## config.mk

```make
export PLATFORM = sky130hd
export DESIGN_NAME = vm_token_scanner_unit
export DESIGN_NICKNAME = d
export VERILOG_FILES = /design/src/design/vts_pkg.sv /design/src/design/vts_kw_match.sv /design/src/design/vts_scan_core.sv /design/src/design/vts_out_queue.sv /design/src/design/vm_token_scanner_unit.sv
export SDC_FILE = /design/constraint.sdc
export NUM_CORES = 1
export LEC_CHECK = 0
export ABC_AREA = 1
export CORE_MARGIN = 2
export CORE_UTILIZATION = 45
export CTS_CLUSTER_DIAMETER = 60
export DETAILED_ROUTE_END_ITERATION = 8
export DONT_BUFFER_PORTS = 1
export GPL_ROUTABILITY_DRIVEN = 0
export GPL_TIMING_DRIVEN = 0
export PLACE_DENSITY = 0.58
export SLEW_MARGIN = 30
export SYNTH_ARGS = -nofsm -noshare
export SYNTH_HDL_FRONTEND = slang
export SYNTH_SLANG_ARGS = --single-unit
```

## constraint.sdc

```tcl
create_clock -name clk_i -period 3.86 [get_ports clk_i]
set_input_delay 1.158 -clock clk_i [delete_from_list [all_inputs] [get_ports clk_i]]
set_output_delay 1.158 -clock clk_i [all_outputs]
set_load 0.005 [all_outputs]
```

## src/design/vts_pkg.sv

```systemverilog
// ----------------------------------------------------------------------------
// vts_pkg: shared types and constants of the token scanner
// Result item layout, result kinds, token codes and the keyword table.
// ----------------------------------------------------------------------------
`default_nettype none

package vts_pkg;

  // Longest keyword that can be recognised; the open word keeps this many bytes.
  localparam int KwMaxLen = 8;
  localparam int KwIdxW   = $clog2(KwMaxLen);
  localparam int KwCount  = 27;

  // Word length counter saturates at its all-ones value.
  localparam int LenW = 4;
  localparam logic [LenW-1:0] LenMax = '1;

  // Result queue depth.
  localparam int QDepth = 4;
  localparam int QPtrW  = $clog2(QDepth);
  localparam int QCntW  = $clog2(QDepth + 1);

  localparam logic [4:0] CodeIdent   = 5'd0;
  localparam logic [4:0] CodeInteger = 5'd1;
  localparam logic [4:0] CodeFirstKw = 5'd2;

  localparam logic [7:0] ChHash  = 8'h23;
  localparam logic [7:0] ChSlash = 8'h2F;
  localparam logic [7:0] ChMinus = 8'h2D;
  localparam logic [7:0] ChUnder = 8'h5F;
  localparam logic [7:0] ChDot   = 8'h2E;
  localparam logic [7:0] ChSpace = 8'h20;
  localparam logic [7:0] ChTab   = 8'h09;
  localparam logic [7:0] ChCr    = 8'h0D;
  localparam logic [7:0] ChLf    = 8'h0A;
  localparam logic [7:0] ChNul   = 8'h00;

  // Keyword text, right aligned: the first character sits in the highest used byte.
  localparam logic [8*KwMaxLen-1:0] KwText [KwCount] = '{
    "argument", "constant", "function", "pointer", "if-goto", "return",
    "local", "label", "static", "call", "goto", "this", "that", "temp",
    "push", "pop", "add", "sub", "not", "neg", "and", "or", "eq", "gt", "lt",
    "reset", "halt"
  };

  localparam logic [LenW-1:0] KwLen [KwCount] = '{
    4'd8, 4'd8, 4'd8, 4'd7, 4'd7, 4'd6, 4'd5, 4'd5, 4'd6, 4'd4, 4'd4, 4'd4,
    4'd4, 4'd4, 4'd4, 4'd3, 4'd3, 4'd3, 4'd3, 4'd3, 4'd3, 4'd2, 4'd2, 4'd2,
    4'd2, 4'd5, 4'd4
  };

  typedef enum logic [1:0] {
    KindText  = 2'd0,
    KindClose = 2'd1,
    KindBad   = 2'd2,
    KindEnd   = 2'd3
  } kind_e;

  typedef logic [KwMaxLen-1:0][7:0] prefix_t;

  typedef struct packed {
    kind_e      kind;
    logic [7:0] ch;
    logic [4:0] code;
    logic       last;
  } result_t;

  // Up to two results produced by one scanned item.
  typedef struct packed {
    logic    v0;
    logic    v1;
    result_t r0;
    result_t r1;
  } res_pair_t;

endpackage

`default_nettype wire

```

## src/design/vts_kw_match.sv

```systemverilog
// ----------------------------------------------------------------------------
// vts_kw_match: parallel keyword matcher
// Compares the stored word prefix with every keyword at once and gives the
// token code of the closed word.
// ----------------------------------------------------------------------------
`default_nettype none

module vts_kw_match import vts_pkg::*; (
  input  prefix_t         prefix_i,
  input  logic [LenW-1:0] len_i,
  output logic [4:0]      code_o
);

  always_comb begin
    logic [8*KwMaxLen-1:0] kw_left;
    logic                  hit;
    code_o = CodeIdent;
    // Walk downwards so that the earliest table entry wins.
    for (int k = KwCount - 1; k >= 0; k--) begin
      kw_left = KwText[k] << (8 * (KwMaxLen - int'(KwLen[k])));
      hit     = (len_i == KwLen[k]);
      for (int i = 0; i < KwMaxLen; i++) begin
        if ((i < int'(KwLen[k])) &&
            (prefix_i[i] != kw_left[8*(KwMaxLen-i)-1 -: 8])) begin
          hit = 1'b0;
        end
      end
      if (hit) begin
        code_o = CodeFirstKw + 5'(k);
      end
    end
  end

endmodule

`default_nettype wire

```

## src/design/vts_scan_core.sv

```systemverilog
// ----------------------------------------------------------------------------
// vts_scan_core: input register and scanner state
// Registers one source item, classifies it against the scan mode and hands
// up to two results to the result queue in the same cycle.
// ----------------------------------------------------------------------------
`default_nettype none

module vts_scan_core import vts_pkg::*; (
  input  logic       clk_i,
  input  logic       rst_ni,
  input  logic       in_valid_i,
  input  logic [7:0] in_byte_i,
  input  logic       in_end_i,
  output logic       in_ready_o,
  input  logic       room_i,
  output res_pair_t  push_o
);

  typedef enum logic [2:0] {
    ModeIdle    = 3'd0,
    ModeWord    = 3'd1,
    ModeNumber  = 3'd2,
    ModeComment = 3'd3,
    ModeSlash   = 3'd4
  } mode_e;

  logic            in_valid_q;
  logic [7:0]      byte_q;
  logic            end_q;
  mode_e           mode_q, mode_d;
  logic [LenW-1:0] len_q;
  prefix_t         prefix_q;

  logic       advance;
  logic       endf, is_letter, is_digitish, is_wordch, is_blank, is_eol;
  logic [4:0] kw_code;
  logic       fr_v, fr_word;
  result_t    fr_r;
  mode_e      fr_mode;
  logic       v0, v1, add_ch, start_word;
  result_t    r0, r1;

  assign advance    = in_valid_q & room_i;
  assign in_ready_o = ~in_valid_q | room_i;

  vts_kw_match u_kw_match (
    .prefix_i (prefix_q),
    .len_i    (len_q),
    .code_o   (kw_code)
  );

  always_comb begin
    endf        = end_q | (byte_q == ChNul);
    is_letter   = ((byte_q >= 8'h61) && (byte_q <= 8'h7A)) ||
                  ((byte_q >= 8'h41) && (byte_q <= 8'h5A));
    is_digitish = ((byte_q >= 8'h30) && (byte_q <= 8'h39)) || (byte_q == ChMinus);
    is_wordch   = is_letter | is_digitish | (byte_q == ChUnder) | (byte_q == ChDot);
    is_eol      = (byte_q == ChCr) || (byte_q == ChLf);
    is_blank    = is_eol || (byte_q == ChSpace) || (byte_q == ChTab);
  end

  // Handling of a byte that starts afresh from idle.
  always_comb begin
    fr_v    = 1'b0;
    fr_word = 1'b0;
    fr_mode = ModeIdle;
    fr_r    = '{kind: KindText, ch: 8'h00, code: CodeIdent, last: 1'b0};
    priority if (endf) begin
      fr_v      = 1'b1;
      fr_r.kind = KindEnd;
    end else if (byte_q == ChHash) begin
      fr_mode = ModeComment;
    end else if (byte_q == ChSlash) begin
      fr_mode = ModeSlash;
    end else if (is_digitish) begin
      fr_mode = ModeNumber;
      fr_v    = 1'b1;
      fr_r.ch = byte_q;
    end else if (is_letter) begin
      fr_mode = ModeWord;
      fr_word = 1'b1;
      fr_v    = 1'b1;
      fr_r.ch = byte_q;
    end else if (is_blank) begin
      fr_mode = ModeIdle;
    end else begin
      fr_v      = 1'b1;
      fr_r.kind = KindBad;
      fr_r.ch   = byte_q;
    end
  end

  always_comb begin
    mode_d     = mode_q;
    v0         = 1'b0;
    v1         = 1'b0;
    add_ch     = 1'b0;
    start_word = 1'b0;
    r0         = '{kind: KindText, ch: 8'h00, code: CodeIdent, last: 1'b0};
    r1         = fr_r;
    unique case (mode_q)
      ModeWord: begin
        if (!endf && is_wordch) begin
          add_ch = 1'b1;
          v0     = 1'b1;
          r0.ch  = byte_q;
        end else begin
          // The closing byte is then scanned as a fresh byte.
          v0         = 1'b1;
          r0.kind    = KindClose;
          r0.code    = kw_code;
          v1         = fr_v;
          mode_d     = fr_mode;
          start_word = fr_word;
        end
      end
      ModeNumber: begin
        if (!endf && is_digitish) begin
          v0    = 1'b1;
          r0.ch = byte_q;
        end else begin
          // The byte that ends a number is dropped.
          v0      = 1'b1;
          r0.kind = KindClose;
          r0.code = CodeInteger;
          mode_d  = ModeIdle;
          v1      = endf;
          r1      = '{kind: KindEnd, ch: 8'h00, code: CodeIdent, last: 1'b0};
        end
      end
      ModeComment: begin
        if (endf) begin
          mode_d  = ModeIdle;
          v0      = 1'b1;
          r0.kind = KindEnd;
        end else if (is_eol) begin
          mode_d = ModeIdle;
        end
      end
      ModeSlash: begin
        if (!endf && (byte_q == ChSlash)) begin
          mode_d = ModeComment;
        end else begin
          v0         = fr_v;
          r0         = fr_r;
          mode_d     = fr_mode;
          start_word = fr_word;
        end
      end
      default: begin
        v0         = fr_v;
        r0         = fr_r;
        mode_d     = fr_mode;
        start_word = fr_word;
      end
    endcase
    r0.last = v0 & ~v1;
    r1.last = v1;
  end

  assign push_o = '{v0: advance & v0, v1: advance & v1, r0: r0, r1: r1};

  always_ff @(posedge clk_i or negedge rst_ni) begin
    if (!rst_ni) begin
      in_valid_q <= 1'b0;
      mode_q     <= ModeIdle;
      len_q      <= '0;
    end else begin
      if (in_ready_o) begin
        in_valid_q <= in_valid_i;
      end
      if (advance) begin
        mode_q <= mode_d;
        if (start_word) begin
          len_q <= LenW'(1);
        end else if (add_ch && (len_q != LenMax)) begin
          len_q <= len_q + LenW'(1);
        end
      end
    end
  end

  always_ff @(posedge clk_i) begin
    if (in_valid_i && in_ready_o) begin
      byte_q <= in_byte_i;
      end_q  <= in_end_i;
    end
    if (advance) begin
      if (start_word) begin
        prefix_q[0] <= byte_q;
      end else if (add_ch && (len_q < LenW'(KwMaxLen))) begin
        prefix_q[len_q[KwIdxW-1:0]] <= byte_q;
      end
    end
  end

  a_word_has_length: assert property (@(posedge clk_i) disable iff (!rst_ni)
    (mode_q == ModeWord) |-> (len_q != '0))
    else $error("open word with zero length");

  a_second_needs_first: assert property (@(posedge clk_i) disable iff (!rst_ni)
    push_o.v1 |-> (push_o.v0 && (push_o.r0.kind == KindClose)))
    else $error("second result without a closing first result");

  a_bad_returns_idle: assert property (@(posedge clk_i) disable iff (!rst_ni)
    (push_o.v0 && (push_o.r0.kind == KindBad)) |=> (mode_q == ModeIdle))
    else $error("bad character did not leave the scanner idle");

endmodule

`default_nettype wire

```

## src/design/vts_out_queue.sv

```systemverilog
// ----------------------------------------------------------------------------
// vts_out_queue: result queue
// Takes up to two results a cycle from the scanner and presents one result
// item a cycle on the output stream while the output side is ready.
// ----------------------------------------------------------------------------
`default_nettype none

module vts_out_queue import vts_pkg::*; (
  input  logic      clk_i,
  input  logic      rst_ni,
  input  res_pair_t push_i,
  output logic      room_o,
  output logic      valid_o,
  input  logic      ready_i,
  output result_t   head_o
);

  result_t            mem_q [QDepth];
  logic [QPtrW-1:0]   wr_ptr_q, rd_ptr_q;
  logic [QCntW-1:0]   cnt_q;
  logic               pop;
  logic [QCntW-1:0]   n_push;

  // Room for a full pair of results, whatever the output side does.
  assign room_o  = (cnt_q <= QCntW'(QDepth - 2));
  assign valid_o = (cnt_q != '0);
  assign head_o  = mem_q[rd_ptr_q];
  assign pop     = valid_o & ready_i;
  assign n_push  = QCntW'(push_i.v0) + QCntW'(push_i.v1);

  always_ff @(posedge clk_i or negedge rst_ni) begin
    if (!rst_ni) begin
      wr_ptr_q <= '0;
      rd_ptr_q <= '0;
      cnt_q    <= '0;
    end else begin
      wr_ptr_q <= wr_ptr_q + QPtrW'(n_push);
      if (pop) begin
        rd_ptr_q <= rd_ptr_q + QPtrW'(1);
      end
      cnt_q <= cnt_q + n_push - QCntW'(pop);
    end
  end

  always_ff @(posedge clk_i) begin
    if (push_i.v0) begin
      mem_q[wr_ptr_q] <= push_i.r0;
    end
    if (push_i.v1) begin
      mem_q[wr_ptr_q + QPtrW'(1)] <= push_i.r1;
    end
  end

  a_no_overflow: assert property (@(posedge clk_i) disable iff (!rst_ni)
    (push_i.v0 || push_i.v1) |-> room_o)
    else $error("result pushed without room in the queue");

endmodule

`default_nettype wire

```

## src/design/vm_token_scanner_unit.sv

```systemverilog
// A result is offered on the master side once its item has passed the input register and
// the result queue. Throughput: one source item per cycle while each item gives at most one
// result and the master side takes every result. The four-entry result queue sets the rate
// when the master side stalls or an item that closes a token gives two results.
// Reset clears the scan mode, the word length, the input register and the result queue.
// ----------------------------------------------------------------------------
// vm_token_scanner_unit: byte-serial lexer for a stack-VM language
// Echoes the characters of words and numbers, closes them with a token code
// (identifier, integer or keyword), skips blanks and comments, flags bad
// characters and marks the end of input.
// ----------------------------------------------------------------------------
`default_nettype none

module vm_token_scanner_unit import vts_pkg::*; (
  input  logic        clk_i,
  input  logic        rst_ni,
  input  logic        s_axis_tvalid_i,
  output logic        s_axis_tready_o,
  input  logic [7:0]  s_axis_tdata_i,   // [7:0] source_byte
  input  logic        s_axis_tlast_i,   // end_of_input
  output logic        m_axis_tvalid_o,
  input  logic        m_axis_tready_i,
  output logic [15:0] m_axis_tdata_o,   // [7:0] text_char, [12:8] token_code, [15:13] zero
  output logic [1:0]  m_axis_tuser_o,   // [1:0] result_kind
  output logic        m_axis_tlast_o    // last_of_run
);

  res_pair_t push;
  logic      room;
  result_t   head;

  vts_scan_core u_scan_core (
    .clk_i      (clk_i),
    .rst_ni     (rst_ni),
    .in_valid_i (s_axis_tvalid_i),
    .in_byte_i  (s_axis_tdata_i),
    .in_end_i   (s_axis_tlast_i),
    .in_ready_o (s_axis_tready_o),
    .room_i     (room),
    .push_o     (push)
  );

  vts_out_queue u_out_queue (
    .clk_i   (clk_i),
    .rst_ni  (rst_ni),
    .push_i  (push),
    .room_o  (room),
    .valid_o (m_axis_tvalid_o),
    .ready_i (m_axis_tready_i),
    .head_o  (head)
  );

  assign m_axis_tdata_o = {3'b000, head.code, head.ch};
  assign m_axis_tuser_o = head.kind;
  assign m_axis_tlast_o = head.last;

endmodule

`default_nettype wire

```

==> reports/results.tsv <==
stage	metric	value	unit
detailed_routing	wirelength	21400	µm
sta	skew	8.37	ps
synth	synthCells	912	
floorplanning	core-area	17400	µm²
hold_path	min_path_type	input port to async pin	
critical_path	cp-start-kind	register	
final_layout	seq_area	4290	µm²
floorplanning	die_w	138	µm
cts	cts_tree	done	
synth	ys_seq_elements	152	
placed_design	place_area	8400	µm²
synth	yosys_warnings	0	
detailed_routing	postRouteAntennaNets	0	
sta	setup_violations	0	
detailed_routing	wl_per_cell	18.1	µm
floorplanning	io_pins	34	
placed_design	place_hpwl	15900	µm
critical_path	startpoint	u_scan_core.byte_q[1]	
synth	async_flop_share	9.87	%
critical_path	crit_path_cell_trace	nor2_1, nand2_1, nand2_1, nand2_2, o21a_2, nand4_4, nand2_2, nand3_2, o21ai_2, and2_1, buf_6, ha_1, inv_1, ha_1, fa_1, xnor2_1, xor2_1	
grt	grt_pass1_wl	33200	µm
cts	clock-root-buffer	clkbuf_16	
sta	finalCritPeriodShare	91.8	%
sta	tns	0	ps
final_layout	area_delta_synth_final	12.4	%
job	cap_violations	0	
grt	grt_start_max_net_pins	17	
sta	hold_viol	0	
cts	clk_path_buf_depth	2	
sta	slew_headroom	41.4	%
cts	clk_pin_slew	60	ps
power	power_density	642	nW/µm²
final_layout	multi_input_comb_area	3190	µm²
grt	grt_usage	23.7	%
power	p_total	5.81	mW
grt	grt_pass1_vias	6137	
final_layout	diodes	0	
power	combPwrFrac	31.6	%
critical_path	critPathMaxFanout	14	
power	p_int	3.59	mW
cts	clock-sinks	152	
floorplanning	dieArea	19000	µm²
power	switching_share	38.2	%
synth	synth_edf_count	117	
critical_path	r2r-start	u_scan_core.byte_q[1]	
final_layout	drive_above_1_share	11.7	%
critical_path	crit_buf_inv	2	
sta	period_minus_slack	3550	ps
floorplanning	die_y	138	µm
power	switchingPower	2.22	mW
sta	tightest_slew	871	ps
detailed_routing	first_iter_violations	693	
sta	drv_slew	0	
detailed_routing	dr.pass1.iters	5	
synth	synthDistinctLibCells	51	
synth	avgSynthCellArea	8.82	µm²
placed_design	io_buffer_count	0	
power	p_clk_share	28.4	%
cts	clock_latency	430	ps
power	seqPwrFrac	40.0	%
critical_path	arrival	3900	ps
status	status	complete, no violations	
critical_path	worst-r2r-cell-count	17	
synth	ys_seq_area_share	53.3	%
synth	synth_ff_type	edfxtp_1	
final_layout	nFillCells	1672	
critical_path	end_kind	register	
critical_path	r2r_slack	310	ps
floorplanning	num_rows	48	
final_layout	layout.nets	968	
final_layout	final_cell_mix	nand2_1 (167), nor2_1 (131), edfxtp_1 (117)	
grt	grt.overflow.total	0	
detailed_routing	vias	6583	
critical_path	worstReg2RegEnd	u_out_queue.cnt_q[2]	
cts	cts_resized	0	
critical_path	cpLargestDelayFamily	simple AND/OR/NAND/NOR gates	
critical_path	cp.required	4220	ps
power	ir_worst_vdd	0.000413	V
cts	htreeDepth	4	
detailed_routing	via_per_inst	5.56	
sta	fmax	282	MHz
final_layout	design_area	9040	µm²
critical_path	critPathSlowestCell	edfxtp_1	
critical_path	critPathKind	register to register	
power	leakagePower	3.53	nW
synth	netlist_area	8040	µm²
grt	grt_antenna_before_repair	0	
final_layout	layout_commonest_cell	nand2_1	
critical_path	critPathMaxStageDelay	770	ps
detailed_routing	drcViolationCount	0	
floorplanning	initial_core_util	46.2	%
cts	numCtsBuffers	17	
-- worst max path at each step --
stage,end,slack [ps],cells after the start
floorplan,u_out_queue.cnt_q[2],840,18
global placement,u_scan_core.prefix_q[11],-10,9
detailed placement,u_out_queue.cnt_q[2],270,18
CTS,u_out_queue.cnt_q[2],250,18
global route,u_out_queue.cnt_q[2],-20,18
finish,u_out_queue.cnt_q[2],310,17
-- kinds of logic after synthesis --
kind of cell,synth area share [%]
and+or+nand+nor,25.6
DFF,53.3
buffers and inverters,7.62
AOI/OAI and AO/OA,11.2
adders and majority gates,1.65
xor gates and xnor gates,0.545
other,0.0466
-- cells in the mapped netlist (2+ instances only) --
library cell,number,area [µm²]
nor3_1,27,135
nand4_1,22,138
xor2_1,3,26.3
o211ai_1,2,15.0
buf_4,8,60.1
o22ai_1,53,332
nand3b_1,4,30.0
o21ai_0,63,315
nor2_1,131,492
nand3_2,3,30.0
ha_1,9,113
dfxtp_1,20,400
xnor2_1,2,17.5
inv_2,10,37.5
edfxtp_1,117,3510
nor4_1,23,144
a32oi_2,5,81.3
buf_6,2,22.5
o21ai_2,2,17.5
nor4b_1,2,17.5
nand3_1,44,220
clkinv_1,3,11.3
nor3_2,4,40.0
a21oi_1,6,30.0
clkbuf_1,8,30.0
nand2_2,16,100
nand2_1,167,627
buf_2,4,20.0
and2_1,2,12.5
o21ai_1,2,10.0
dfrtp_1,15,375
inv_1,114,428
-- per-layer routing --
layer | vias up | GRT usage, % | share of wire [%]
met3 | 39 | 4.89 | 6.8
met2 | 236 | 35.1 | 43
li1 | 3214 | - | -
met4 | 0 | 6.97 | 2.2
met1 | 3094 | 35.1 | 48
met5 | - | 0 | 0
-- per-stage QoR --
stage	setup WS, ps	std cells	utilization (%)	hold WS [ps]
finish	315	1183	51.9	414
global route	-15.0	1183	51.9	399
detailed placement	269	1144	48.2	430
CTS	249	1176	51.6	403
global placement	-13.4	1139	47.8	427
floorplan	839	914	-	414
-- sequential cells by signal, indices dropped and copies added, names as in the netlist --
register	flops
u_out_queue.mem_q	64
u_scan_core.prefix_q	64
u_scan_core.byte_q	8
u_scan_core.len_q	4
u_out_queue.cnt_q	3
u_scan_core.mode_q	3
u_out_queue.rd_ptr_q	2
u_out_queue.wr_ptr_q	2
u_scan_core.end_q	1
u_scan_core.in_valid_q	1
-- worst reg2reg max path: cells and delay by family (launching register included) --
family / cells / cell delay, ps
AO/OA/AOI/OAI: 2 / 300
buffers and inverters: 2 / 190
AND/OR/NAND/NOR: 8 / 960
adder cells (fa/ha/maj): 3 / 930
flip-flops: 1 / 770
XOR/XNOR: 2 / 330
-- power groups by stage --
stage	clock (mW)	combinational [mW]	sequential (mW)
2_1_floorplan	0	1.28	2.26
3_3_place_gp	0	1.77	2.36
6_report	1.65	1.83	2.32
5_1_grt	1.73	2.03	2.35
3_5_place_dp	0	1.79	2.36
4_1_cts	1.66	1.80	2.33
-- area by class of cell --
type | count | area share, %
sequential | 152 | 47.4
tap | 225 | 3.11
inverter | 127 | 5.27
buffer | 23 | 1.51
timing repair buffer | 12 | 0.858
clock inverter | 14 | 1.65
multi-input combinational | 612 | 35.3
clock buffer | 18 | 4.86
-- repair_timing --
action	CTS	global route
hold buffers	0	0
endpoints found under the setup margin	0	1
setup buffers	0	7
Note: power is estimated with default switching activity, not from simulation.
